### src/design/dtrs_pkg.sv
// Package for the delay tap ramp sequencer.
// Holds the field widths, the tap step and the controller/datapath command and status types.
package dtrs_pkg;

    localparam int LANE_W = 4;
    localparam int TAP_W  = 9;
    localparam int MASK_W = 9;

    localparam logic [TAP_W-1:0]  TAP_STEP  = 9'd8;
    localparam logic [LANE_W-1:0] MASK_LANES = 4'd9;

    typedef struct packed {
        logic load;
        logic fetch;
        logic step;
    } t_cmd;

    typedef struct packed {
        logic in_range;
        logic equal;
        logic final_step;
    } t_status;

endpackage

### src/design/dtrs_req_if.sv
// Request channel interface: lane and target delay with valid/ready.
// Depends on dtrs_pkg for field widths.
interface dtrs_req_if;
    logic                       valid;
    logic                       ready;
    logic [dtrs_pkg::LANE_W-1:0] lane;
    logic [dtrs_pkg::TAP_W-1:0]  target_delay;

    modport source (output valid, output lane, output target_delay, input ready);
    modport sink (input valid, input lane, input target_delay, output ready);
endinterface

### src/design/dtrs_wr_if.sv
// Delay-write channel interface: select mask, tap value and last flag with valid/ready.
// Depends on dtrs_pkg for field widths.
interface dtrs_wr_if;
    logic                        valid;
    logic                        ready;
    logic [dtrs_pkg::MASK_W-1:0] select_mask;
    logic [dtrs_pkg::TAP_W-1:0]  tap_value;
    logic                        last;

    modport source (output valid, output select_mask, output tap_value, output last,
                    input ready);
    modport sink (input valid, input select_mask, input tap_value, input last,
                  output ready);
endinterface

### src/design/dtrs_ctrl.sv
// Controller state machine for the delay tap ramp sequencer.
// Drives datapath commands and the channel handshakes; depends on dtrs_pkg.
module dtrs_ctrl (
    input  logic              i_clk,
    input  logic              i_rst_n,
    input  logic              i_req_valid,
    output logic              o_req_ready,
    input  logic              i_wr_ready,
    output logic              o_wr_valid,
    input  dtrs_pkg::t_status i_status,
    output dtrs_pkg::t_cmd    o_cmd
);

    localparam logic [1:0] S_IDLE = 2'd0;
    localparam logic [1:0] S_LOAD = 2'd1;
    localparam logic [1:0] S_RUN  = 2'd2;

    logic [1:0] r_state, n_state;
    logic       r_wr_valid, n_wr_valid;
    logic       slot_free;

    assign slot_free   = !r_wr_valid || i_wr_ready;
    assign o_req_ready = (r_state == S_IDLE);
    assign o_wr_valid  = r_wr_valid;

    always_comb begin
        n_state     = r_state;
        o_cmd.load  = 1'b0;
        o_cmd.fetch = 1'b0;
        o_cmd.step  = 1'b0;
        case (r_state)
            S_IDLE: begin
                if (i_req_valid) begin
                    o_cmd.load = 1'b1;
                    n_state    = S_LOAD;
                end
            end
            S_LOAD: begin
                o_cmd.fetch = 1'b1;
                if (!i_status.in_range || i_status.equal) begin
                    n_state = S_IDLE;
                end else begin
                    n_state = S_RUN;
                end
            end
            S_RUN: begin
                if (slot_free) begin
                    o_cmd.step = 1'b1;
                    if (i_status.final_step) begin
                        n_state = S_IDLE;
                    end
                end
            end
            default: begin
                n_state = S_IDLE;
            end
        endcase
    end

    always_comb begin
        if (o_cmd.step) begin
            n_wr_valid = 1'b1;
        end else if (i_wr_ready) begin
            n_wr_valid = 1'b0;
        end else begin
            n_wr_valid = r_wr_valid;
        end
    end

    always_ff @(posedge i_clk) begin
        if (!i_rst_n) begin
            r_state    <= S_IDLE;
            r_wr_valid <= 1'b0;
        end else begin
            r_state    <= n_state;
            r_wr_valid <= n_wr_valid;
        end
    end

endmodule

### src/design/dtrs_datapath.sv
// Datapath of the delay tap ramp sequencer: per-lane tap registers, ramp walker, write register.
// Depends on dtrs_pkg; commanded by dtrs_ctrl.
module dtrs_datapath #(
    parameter int DQ_BITS = 8
) (
    input  logic                          i_clk,
    input  logic                          i_rst_n,
    input  dtrs_pkg::t_cmd                i_cmd,
    output dtrs_pkg::t_status             o_status,
    input  logic [dtrs_pkg::LANE_W-1:0]   i_lane,
    input  logic [dtrs_pkg::TAP_W-1:0]    i_target_delay,
    output logic [dtrs_pkg::MASK_W-1:0]   o_select_mask,
    output logic [dtrs_pkg::TAP_W-1:0]    o_tap_value,
    output logic                          o_last
);

    localparam int NUM_LANES = DQ_BITS + 1;
    localparam int IDX_W     = $clog2(NUM_LANES);

    logic [dtrs_pkg::TAP_W-1:0]  r_taps [NUM_LANES];
    logic [dtrs_pkg::LANE_W-1:0] r_lane;
    logic [dtrs_pkg::TAP_W-1:0]  r_target;
    logic [dtrs_pkg::TAP_W-1:0]  r_cur;
    logic [dtrs_pkg::MASK_W-1:0] r_mask;
    logic [dtrs_pkg::MASK_W-1:0] r_out_mask;
    logic [dtrs_pkg::TAP_W-1:0]  r_out_tap;
    logic                        r_out_last;

    logic [IDX_W-1:0]            lane_idx;
    logic                        in_range;
    logic [dtrs_pkg::TAP_W-1:0]  tap_rd;
    logic [dtrs_pkg::MASK_W-1:0] n_mask;
    logic                        up;
    logic [dtrs_pkg::TAP_W-1:0]  diff;
    logic                        final_step;
    logic [dtrs_pkg::TAP_W-1:0]  n_cur;

    assign lane_idx = IDX_W'({1'b0, r_lane});
    assign in_range = ({28'd0, r_lane} <= 32'(DQ_BITS));
    assign tap_rd   = in_range ? r_taps[lane_idx] : '0;
    assign n_mask   = (r_lane < dtrs_pkg::MASK_LANES)
                      ? (dtrs_pkg::MASK_W'(1) << r_lane) : '0;

    assign up         = (r_target > r_cur);
    assign diff       = up ? (r_target - r_cur) : (r_cur - r_target);
    assign final_step = (diff <= dtrs_pkg::TAP_STEP);
    assign n_cur      = up ? (r_cur + dtrs_pkg::TAP_STEP) : (r_cur - dtrs_pkg::TAP_STEP);

    assign o_status.in_range   = in_range;
    assign o_status.equal      = (tap_rd == r_target);
    assign o_status.final_step = final_step;

    assign o_select_mask = r_out_mask;
    assign o_tap_value   = r_out_tap;
    assign o_last        = r_out_last;

    always_ff @(posedge i_clk) begin
        if (!i_rst_n) begin
            for (int i = 0; i < NUM_LANES; i++) begin
                r_taps[i] <= '0;
            end
        end else if (i_cmd.step && final_step) begin
            r_taps[lane_idx] <= r_target;
        end
    end

    always_ff @(posedge i_clk) begin
        if (i_cmd.load) begin
            r_lane   <= i_lane;
            r_target <= i_target_delay;
        end
        if (i_cmd.fetch) begin
            r_cur  <= tap_rd;
            r_mask <= n_mask;
        end else if (i_cmd.step) begin
            r_cur <= n_cur;
        end
        if (i_cmd.step) begin
            r_out_mask <= r_mask;
            r_out_tap  <= final_step ? r_target : n_cur;
            r_out_last <= final_step;
        end
    end

endmodule

### src/design/delay_tap_ramp_sequencer.sv
// Delay tap ramp sequencer top level: walks a lane's tap to the target in steps of 8.
// First write: valid after the load, the lane tap fetch and the first ramp step are registered.
// Throughput: a request moving a tap by d emits ceil(d/8) writes, one per cycle while the
// write channel is not stalled, through the single ramp adder, after the lane lookup.
// Reset: synchronous active low; clears all lane taps to zero and empties the write register.
module delay_tap_ramp_sequencer #(
    parameter int DQ_BITS = 8
) (
    input  logic          i_clk,
    input  logic          i_rst_n,
    dtrs_req_if.sink      i_req,
    dtrs_wr_if.source     o_wr
);

    dtrs_pkg::t_cmd    cmd;
    dtrs_pkg::t_status status;

    dtrs_ctrl u_ctrl (
        .i_clk       (i_clk),
        .i_rst_n     (i_rst_n),
        .i_req_valid (i_req.valid),
        .o_req_ready (i_req.ready),
        .i_wr_ready  (o_wr.ready),
        .o_wr_valid  (o_wr.valid),
        .i_status    (status),
        .o_cmd       (cmd)
    );

    dtrs_datapath #(
        .DQ_BITS (DQ_BITS)
    ) u_datapath (
        .i_clk          (i_clk),
        .i_rst_n        (i_rst_n),
        .i_cmd          (cmd),
        .o_status       (status),
        .i_lane         (i_req.lane),
        .i_target_delay (i_req.target_delay),
        .o_select_mask  (o_wr.select_mask),
        .o_tap_value    (o_wr.tap_value),
        .o_last         (o_wr.last)
    );

`ifndef SYNTHESIS
    a_accept_busy: assert property (@(posedge i_clk) disable iff (!i_rst_n)
        i_req.valid && i_req.ready |=> !i_req.ready)
        else $error("request accepted while a ramp was starting");

    a_ramp_busy: assert property (@(posedge i_clk) disable iff (!i_rst_n)
        o_wr.valid && !o_wr.last |-> !i_req.ready)
        else $error("request channel open in the middle of a ramp");

    a_onehot_mask: assert property (@(posedge i_clk) disable iff (!i_rst_n)
        o_wr.valid |-> $onehot0(o_wr.select_mask))
        else $error("select mask not one-hot");

    a_single_cmd: assert property (@(posedge i_clk) disable iff (!i_rst_n)
        $onehot0({cmd.load, cmd.fetch, cmd.step}))
        else $error("controller issued overlapping commands");
`endif

endmodule

### src/flat_wrapper.sv
// flat-port wrapper written by rule: the top's interface ports become plain ports
module delay_tap_ramp_sequencer_flat 
#(
    parameter int DQ_BITS = 8
)
  (i_clk, i_rst_n, i_req_valid, i_req_lane, i_req_target_delay, i_req_ready, o_wr_valid, o_wr_select_mask, o_wr_tap_value, o_wr_last, o_wr_ready);
  dtrs_req_if i_req_i ();
  dtrs_wr_if o_wr_i ();
  input  logic i_clk;
  input  logic i_rst_n;
  input wire logic [$bits(i_req_i.valid)-1:0] i_req_valid;
  input wire logic [$bits(i_req_i.lane)-1:0] i_req_lane;
  input wire logic [$bits(i_req_i.target_delay)-1:0] i_req_target_delay;
  output wire logic [$bits(i_req_i.ready)-1:0] i_req_ready;
  output wire logic [$bits(o_wr_i.valid)-1:0] o_wr_valid;
  output wire logic [$bits(o_wr_i.select_mask)-1:0] o_wr_select_mask;
  output wire logic [$bits(o_wr_i.tap_value)-1:0] o_wr_tap_value;
  output wire logic [$bits(o_wr_i.last)-1:0] o_wr_last;
  input wire logic [$bits(o_wr_i.ready)-1:0] o_wr_ready;
  assign i_req_i.valid = i_req_valid;
  assign i_req_i.lane = i_req_lane;
  assign i_req_i.target_delay = i_req_target_delay;
  assign i_req_ready = i_req_i.ready;
  assign o_wr_valid = o_wr_i.valid;
  assign o_wr_select_mask = o_wr_i.select_mask;
  assign o_wr_tap_value = o_wr_i.tap_value;
  assign o_wr_last = o_wr_i.last;
  assign o_wr_i.ready = o_wr_ready;
  delay_tap_ramp_sequencer #(.DQ_BITS(DQ_BITS)) u_core (.i_clk(i_clk), .i_rst_n(i_rst_n), .i_req(i_req_i), .o_wr(o_wr_i));
endmodule
### config.mk
export PLATFORM = sky130hd
export DESIGN_NAME = delay_tap_ramp_sequencer_flat
export DESIGN_NICKNAME = d
export VERILOG_FILES = /design/src/design/dtrs_pkg.sv /design/src/design/dtrs_req_if.sv /design/src/design/dtrs_wr_if.sv /design/src/design/dtrs_ctrl.sv /design/src/design/dtrs_datapath.sv /design/src/design/delay_tap_ramp_sequencer.sv /design/src/flat_wrapper.sv
export SDC_FILE = /design/constraint.sdc
export NUM_CORES = 1
export LEC_CHECK = 0
export BUFFER_PORTS_ARGS = -buffer_cell sky130_fd_sc_hd__buf_4
export CORE_MARGIN = 2
export CORE_UTILIZATION = 50
export DETAILED_ROUTE_END_ITERATION = 12
export MAX_ROUTING_LAYER = met4
export PLACE_DENSITY = 0.67
export SKIP_CTS_REPAIR_TIMING = 1
export SYNTH_ARGS = -nofsm -noshare
export SYNTH_HDL_FRONTEND = slang
export SYNTH_HIERARCHICAL = 1
export SYNTH_SLANG_ARGS = --single-unit
### constraint.sdc
create_clock -name i_clk -period 9.25 [get_ports i_clk]
set_clock_uncertainty 0.2 [all_clocks]
set_input_delay 1.3875 -clock i_clk [delete_from_list [all_inputs] [get_ports i_clk]]
set_output_delay 1.3875 -clock i_clk [all_outputs]
set_load 0.01 [all_outputs]
==> results.json, run 1 <==
{
  "critical_path.slowest_cell": "o21ai_0",
  "wl_per_cell_um": 24.5,
  "hold_ws_ns": 0.218,
  "clkTransAtPathRegs_ns": 0.06,
  "clock_latency_ns": 0.50,
  "critPathLaunchType": "flip-flop",
  "drt-initial-drc-count": 724,
  "ys_ff_latch": 201,
  "reg2regPathDepth": 12,
  "p_leak_nw": 3.69,
  "netSwitchingFraction_pct": 27.9,
  "pwr-share-clk_pct": 33.9,
  "end_kind": "flip-flop",
  "crit_fanout": 57,
  "synth_edf_count": 194,
  "internal_power_mw": 1.80,
  "cts_root_buf": "clkbuf_16",
  "initial_core_util_pct": 51.3,
  "yosysMostFrequentCell": "edfxtp_1",
  "vias_per_cell": 6.10,
  "max_stage_delay_ns": 1.06,
  "firstDrtPassIters": 4,
  "cts_sinks": 201,
  "remaining_drc_errors": 0,
  "synth_top_area_share_pct": 60.3,
  "syn_inst": 642,
  "routed_wl_mm": 23.1,
  "powerDensity_nw_per_um2": 231,
  "cp.required_ns": 9.16,
  "ys.warnings.count": 6,
  "fin_setup_tns_ns": 0,
  "grt_util_all_layers_pct": 23.9,
  "die_h_um": 143,
  "synth-async-reset-ratio_pct": 0,
  "ioPinCount": 38,
  "die_area_um2": 20400,
  "synthToLayoutAreaGrowth_pct": 12.1,
  "post-place-cells": 907,
  "criticalPathCategory": "flip-flop to flip-flop",
  "peakVddDrop_mv": 0.133,
  "p_switching_mw": 0.696,
  "syn_avg_cell_area_um2": 15.0,
  "dpl.hpwl_mm": 15.7,
  "antennaDiodeCount": 0,
  "htreeDepth": 1,
  "grt_max_degree": 58,
  "combPwrFrac_pct": 22.1,
  "grt_pass1_wl_mm": 34.8,
  "fmax_mhz": 182,
  "placementRows": 50,
  "netlist_area_um2": 9650,
  "ys_seq_area_share_pct": 61.8,
  "setup_viol": 0,
  "synth_common_cells": "edfxtp_1 (194), mux4_2 (45), nand2_1 (37), nor3_1 (36), inv_1 (30)",
  "total_power_mw": 2.50,
  "maxSlewHeadroom_pct": 12.6,
  "cap_violations": 0,
  "hp-class": "flip-flop to flip-flop",
  "hold_viol": 0,
  "outcome": "finished, final reports clean",
  "synth_cell_types": 57,
  "drive_gt1_share_pct": 28.6,
  "port-buffer-count": 37,
  "finalNetCount": 711,
  "rsz0062_at_grt": "no",
  "gr-total-overflow": 0,
  "seqPwrFrac_pct": 43.9,
  "gp_congestion": 0.912,
  "core-area_um2": 18800,
  "crit_arrival_ns": 5.42,
  "via_count": 5765,
  "cts_tree": "yes",
  "cts-root-to-sink-buffers": 3,
  "grt_antenna_before_repair": 0,
  "period_minus_slack_ns": 5.51,
  "min_period_over_period_pct": 59.5,
  "fin_cells": 945,
  "drv_slew": 0,
  "tightest_slew_ns": 1.30,
  "synthFlopType": "edfxtp_1",
  "crit_chain": "inv_1 -> ha_1 -> and3_2 -> o21ai_2 -> a311oi_2 -> o21ai_2 -> nor4_1 -> a31oi_1 -> a311o_2 -> buf_4 -> buf_4 -> o21ai_0",
  "synthTopCellsByArea": "edfxtp_1 (60%), mux4_2 (10%), nor3_2 (3.0%)",
  "antenna_left": 0,
  "die_w_um": 143,
  "whs_path_depth": 0,
  "synth_area_leader_cell": "edfxtp_1",
  "syn_nets": 683,
  "grt_pass1_vias": 5599,
  "cts_buffers": 21
}
-- sequential cells by signal, indices dropped and copies added, names as in the netlist, 2 cells and up, named ones only --
register	cells
u_core/u_datapath/r_taps	144
u_core/u_datapath/r_mask	9
u_core/u_datapath/lane_idx	4
u_core/u_ctrl/r_state	2
u_core/u_datapath/o_select_mask	9
u_core/u_datapath/r_cur	9
u_core/u_datapath/r_target	9
u_core/u_datapath/o_tap_value	9
-- power by group through the flow --
stage          Clock, mW  Combinational, mW  Sequential (mW)
2_1_floorplan          0              0.426             1.10
3_3_place_gp           0              0.540             1.11
3_5_place_dp           0              0.545             1.12
4_1_cts            0.856              0.546             1.10
5_1_grt            0.890              0.604             1.10
6_report           0.847              0.552             1.10
-- final timing paths --
check | startpoint | to | slack (ns)
worst max-delay path | u_core/u_datapath/r_target[4] | u_core/u_datapath/r_taps[1][7] | 3.74
worst min-delay path | u_core/u_datapath/r_mask[5] | u_core/u_datapath/o_select_mask[5] | 0.22
worst max register to register | u_core/u_datapath/r_target[4] | u_core/u_datapath/r_taps[1][7] | 3.74
worst min register to register | u_core/u_datapath/r_mask[5] | u_core/u_datapath/o_select_mask[5] | 0.22
-- metal layers --
layer	vias up	wire length, um	track usage, %
met5	-	0	-
met4	0	522	5.42
met3	41	1870	3.42
met2	277	11100	37.7
met1	2924	9590	33.3
li1	2523	-	-
-- kinds of logic after synthesis --
family,count (synthesis),share of synthesized area (%)
flip-flops,201,61.8
AND/OR/NAND/NOR,197,12.7
buffers and inverters,76,3.73
AO/OA/AOI/OAI,61,4.11
multiplexers,62,12.4
XOR/XNOR,21,1.91
adder cells (fa/ha/maj),24,3.34
-- metrics by stage --
step	cell area [um^2]	utilization [%]	setup slack [ns]
2_1_floorplan	9650	-	4.92
3_3_place_gp	10100	53.8	4.05
3_5_place_dp	10100	53.8	3.80
4_1_cts	10800	57.4	3.79
5_1_grt	10800	57.4	3.28
6_report	10800	57.4	3.74
-- placed cells by master, fill, tap and decap left out, types with 3 or more instances in the layout --
cell / instances
edfxtp_1: 194
nor4_1: 17
nor3_1: 36
xnor2_1: 15
mux2i_1: 10
mux2_2: 5
inv_1: 30
or2_2: 11
clkbuf_16: 21
clkinv_2: 5
clkbuf_1: 3
ha_1: 21
xor2_1: 6
fa_1: 3
nand3_1: 6
o21ai_0: 20
nor2_1: 21
mux4_2: 45
a211oi_1: 4
nand2b_1: 9
dfxtp_1: 6
and2_1: 4
nand4_1: 3
buf_4: 51
nor4_2: 10
nor3_2: 29
a21o_1: 4
bufinv_16: 3
nand2_1: 37
a21oi_1: 14
nor2b_1: 3
-- critical path, delay by kind of cell (launching register included) --
kind / cells / cell delay [ns]
and+or+nand+nor: 2 / 0.66
DFF: 1 / 0.59
adders and majority gates: 1 / 0.61
AOI/OAI and AO/OA: 6 / 2.09
buffers and inverters: 3 / 0.91
-- final cells by class --
| cell class | instances | area (um^2) |
|---|---|---|
| flip-flops and latches | 201 | 5970 |
| clock buffers | 24 | 537 |
| multi-input cells | 365 | 3340 |
| inverters | 30 | 113 |
| well taps | 260 | 325 |
| clock inverters | 14 | 155 |
| fillers | 1445 | 8010 |
| repair buffers | 51 | 383 |
(Power assumes the default switching activity.)
==> inputs of run 2 (changes only) <==
--- a/config.mk
+++ b/config.mk
@@ -5,6 +5,7 @@
 export SDC_FILE = /design/constraint.sdc
 export NUM_CORES = 1
 export LEC_CHECK = 0
+export ABC_AREA = 1
 export BUFFER_PORTS_ARGS = -buffer_cell sky130_fd_sc_hd__buf_4
 export CORE_MARGIN = 2
 export CORE_UTILIZATION = 50
==> constraint.sdc (replaced) <==
create_clock -name i_clk -period 5.11 [get_ports i_clk]
set_clock_uncertainty 0.2 [all_clocks]
set_input_delay 0.7665 -clock i_clk [delete_from_list [all_inputs] [get_ports i_clk]]
set_output_delay 0.7665 -clock i_clk [all_outputs]
set_load 0.01 [all_outputs]
==> run 2 against run 1 <==
  * Synthesized cell count up 52%
  * Sequential share of layout area shrank 0.71 points
  * Core utilization fell by 0.77 points
  * Final cell count rose by 36%
  * First-iteration DRC count increased by 6.1%
  * Critical path depth grew 2
  * Non-clock buffer count rose by 6
==> results.json, run 2 <==
{
  "ys.warnings.count": 6,
  "mostFrequentLayoutCells": "nand2_1 (264), edfxtp_1 (194), nor2_1 (133), nand3_1 (105), inv_1 (65)",
  "netlist_area_um2": 9760,
  "synth_common_cells": "nand2_1 (264), edfxtp_1 (194), nor2_1 (133), nand3_1 (105), inv_1 (65)",
  "die_h_um": 144,
  "grt_pass1_vias": 6747,
  "drv_slew": 0,
  "final_area_um2": 11000,
  "via_count": 7063,
  "ys_ff_latch": 201,
  "synthTopCellsByArea": "edfxtp_1 (60%), nand2_1 (10%), nand3_1 (5.4%)",
  "post-place-cells": 1250,
  "crit_fanout": 13,
  "peakVddDrop_mv": 0.415,
  "remaining_drc_errors": 0,
  "routed_wl_mm": 25.3,
  "grt_util_all_layers_pct": 26.3,
  "firstDrtPassIters": 5,
  "period_minus_slack_ns": 4.27,
  "cap_violations": 0,
  "whs_path_depth": 0,
  "port-buffer-count": 37,
  "vias_per_cell": 5.48,
  "cts_tree": "yes",
  "die_w_um": 144,
  "ioPinCount": 38,
  "drt-initial-drc-count": 768,
  "die_area_um2": 20600,
  "cts_sinks": 201,
  "end_kind": "flip-flop",
  "gp_congestion": 0.887,
  "core-area_um2": 19300,
  "grt_pass1_wl_mm": 39.0,
  "syn_nets": 1016,
  "synth-async-reset-ratio_pct": 0,
  "antennaDiodeCount": 0,
  "largest_register": "u_core/u_datapath/r_taps",
  "clock_latency_ns": 0.51,
  "hold_viol": 0,
  "drive_gt1_share_pct": 12.8,
  "r2r_slack_ns": 0.84,
  "fin_setup_tns_ns": 0,
  "cts_buffers": 21,
  "wl_per_cell_um": 19.6,
  "hold_start": "u_core/u_datapath/r_mask[6]",
  "rsz0062_at_grt": "no",
  "min_to": "u_core/u_datapath/o_select_mask[6]",
  "critPathLaunchType": "flip-flop",
  "initial_core_util_pct": 50.5,
  "largest_reg_flops": 144,
  "dpl.hpwl_mm": 16.5,
  "clkTransAtPathRegs_ns": 0.06,
  "synth_area_leader_cell": "edfxtp_1",
  "placementRows": 51,
  "cts_root_buf": "clkbuf_16",
  "setup_viol": 0,
  "p_leak_nw": 4.51,
  "criticalPathCategory": "flip-flop to flip-flop",
  "syn_avg_cell_area_um2": 10.0,
  "grt_antenna_before_repair": 0,
  "synthToLayoutAreaGrowth_pct": 12.3,
  "syn_inst": 975,
  "timing.rr.end": "u_core/u_datapath/r_taps[1][0]",
  "cts-root-to-sink-buffers": 3,
  "reg2regPathDepth": 14,
  "synth_edf_count": 194,
  "crit_arrival_ns": 4.22,
  "synth_cell_types": 37,
  "gr-total-overflow": 0,
  "yosysMostFrequentCell": "nand2_1",
  "maxSlewHeadroom_pct": 27.9,
  "synthFlopType": "edfxtp_1",
  "fmax_mhz": 234,
  "powerDensity_nw_per_um2": 431,
  "hp-class": "flip-flop to flip-flop",
  "timing.rr.start": "u_core/u_datapath/r_target[2]",
  "grt_max_degree": 73,
  "htreeDepth": 1,
  "cp.required_ns": 5.06,
  "finalNetCount": 1049,
  "fin_cells": 1288,
  "antenna_left": 0,
  "tightest_slew_ns": 1.08,
  "dpl_cell_area_um2": 10300,
  "min_period_over_period_pct": 83.6,
  "outcome": "finished, final reports clean",
  "ys_seq_area_share_pct": 61.1,
  "hold_ws_ns": 0.217,
  "layout_commonest_cell": "nand2_1",
  "synth_top_area_share_pct": 59.7
}
[run 2: critical path: stages (launching register included)]
cell	delay [ns]
edfxtp_1	0.54
inv_1	0.32
ha_1	0.60
nand2_1	0.12
nor2_1	0.10
nand3_1	0.09
nand3_2	0.12
nand2_4	0.13
clkinv_4	0.08
nand2_2	0.05
nand2_2	0.05
nand3_2	0.08
nor2_4	0.51
nand4_4	0.38
nand2_1	0.52
[run 2: cell type report]
cell class                 count  area [um^2]
inverter                      72          275
clock inverter                12          113
sequential                   201         5970
timing repair buffer          57          428
multi-input combinational    655         3300
fill                        1667         8380
clock buffer                  26          544
tap                          265          332
[run 2: per-stage QoR]
stage	worst slack [ns]	total power [mW]	util (%)
global placement	0.885	3.24	53.3
floorplan	1.60	2.94	-
CTS	0.808	4.73	56.7
detailed placement	0.798	3.26	53.3
global route	0.519	4.97	56.7
finish	0.838	4.72	56.7
[run 2: worst max path at each step]
stage,start,end
final,u_core/u_datapath/r_target[2],u_core/u_datapath/r_taps[1][0]
after global routing,u_core/u_datapath/r_target[2],u_core/u_datapath/r_taps[1][7]
after CTS,u_core/u_datapath/r_target[2],u_core/u_datapath/r_taps[1][8]
after detailed placement,u_core/u_datapath/r_target[5],u_core/u_datapath/r_taps[1][8]
after global placement,u_core/u_datapath/r_target[5],u_core/u_datapath/r_taps[1][2]
after floorplan,u_core/u_datapath/r_target[6],u_core/u_datapath/r_taps[13][0]
[run 2: power by group]
group | total (mW) | internal [mW] | switching, mW
clock | 1.47 | 0.860 | 0.614
combinational | 1.25 | 0.400 | 0.853
sequential | 1.99 | 1.93 | 0.0624
[run 2: cell families (layout without fill, tap and decap cells)]
kind of cell	after synthesis	in the layout	synth area share, %
and+or+nand+nor	545	545	25.0
DFF	201	201	61.1
buffers and inverters	119	167	5.15
AOI/OAI and AO/OA	73	73	4.23
adders and majority gates	24	24	3.31
xor gates and xnor gates	13	13	1.17
[run 2: layer usage]
metal	part of all wire [%]	global-route usage (%)
met3	8.5	4.83
met4	2.7	7.28
met2	46	40.4
met1	43	36.2
met5	0	-
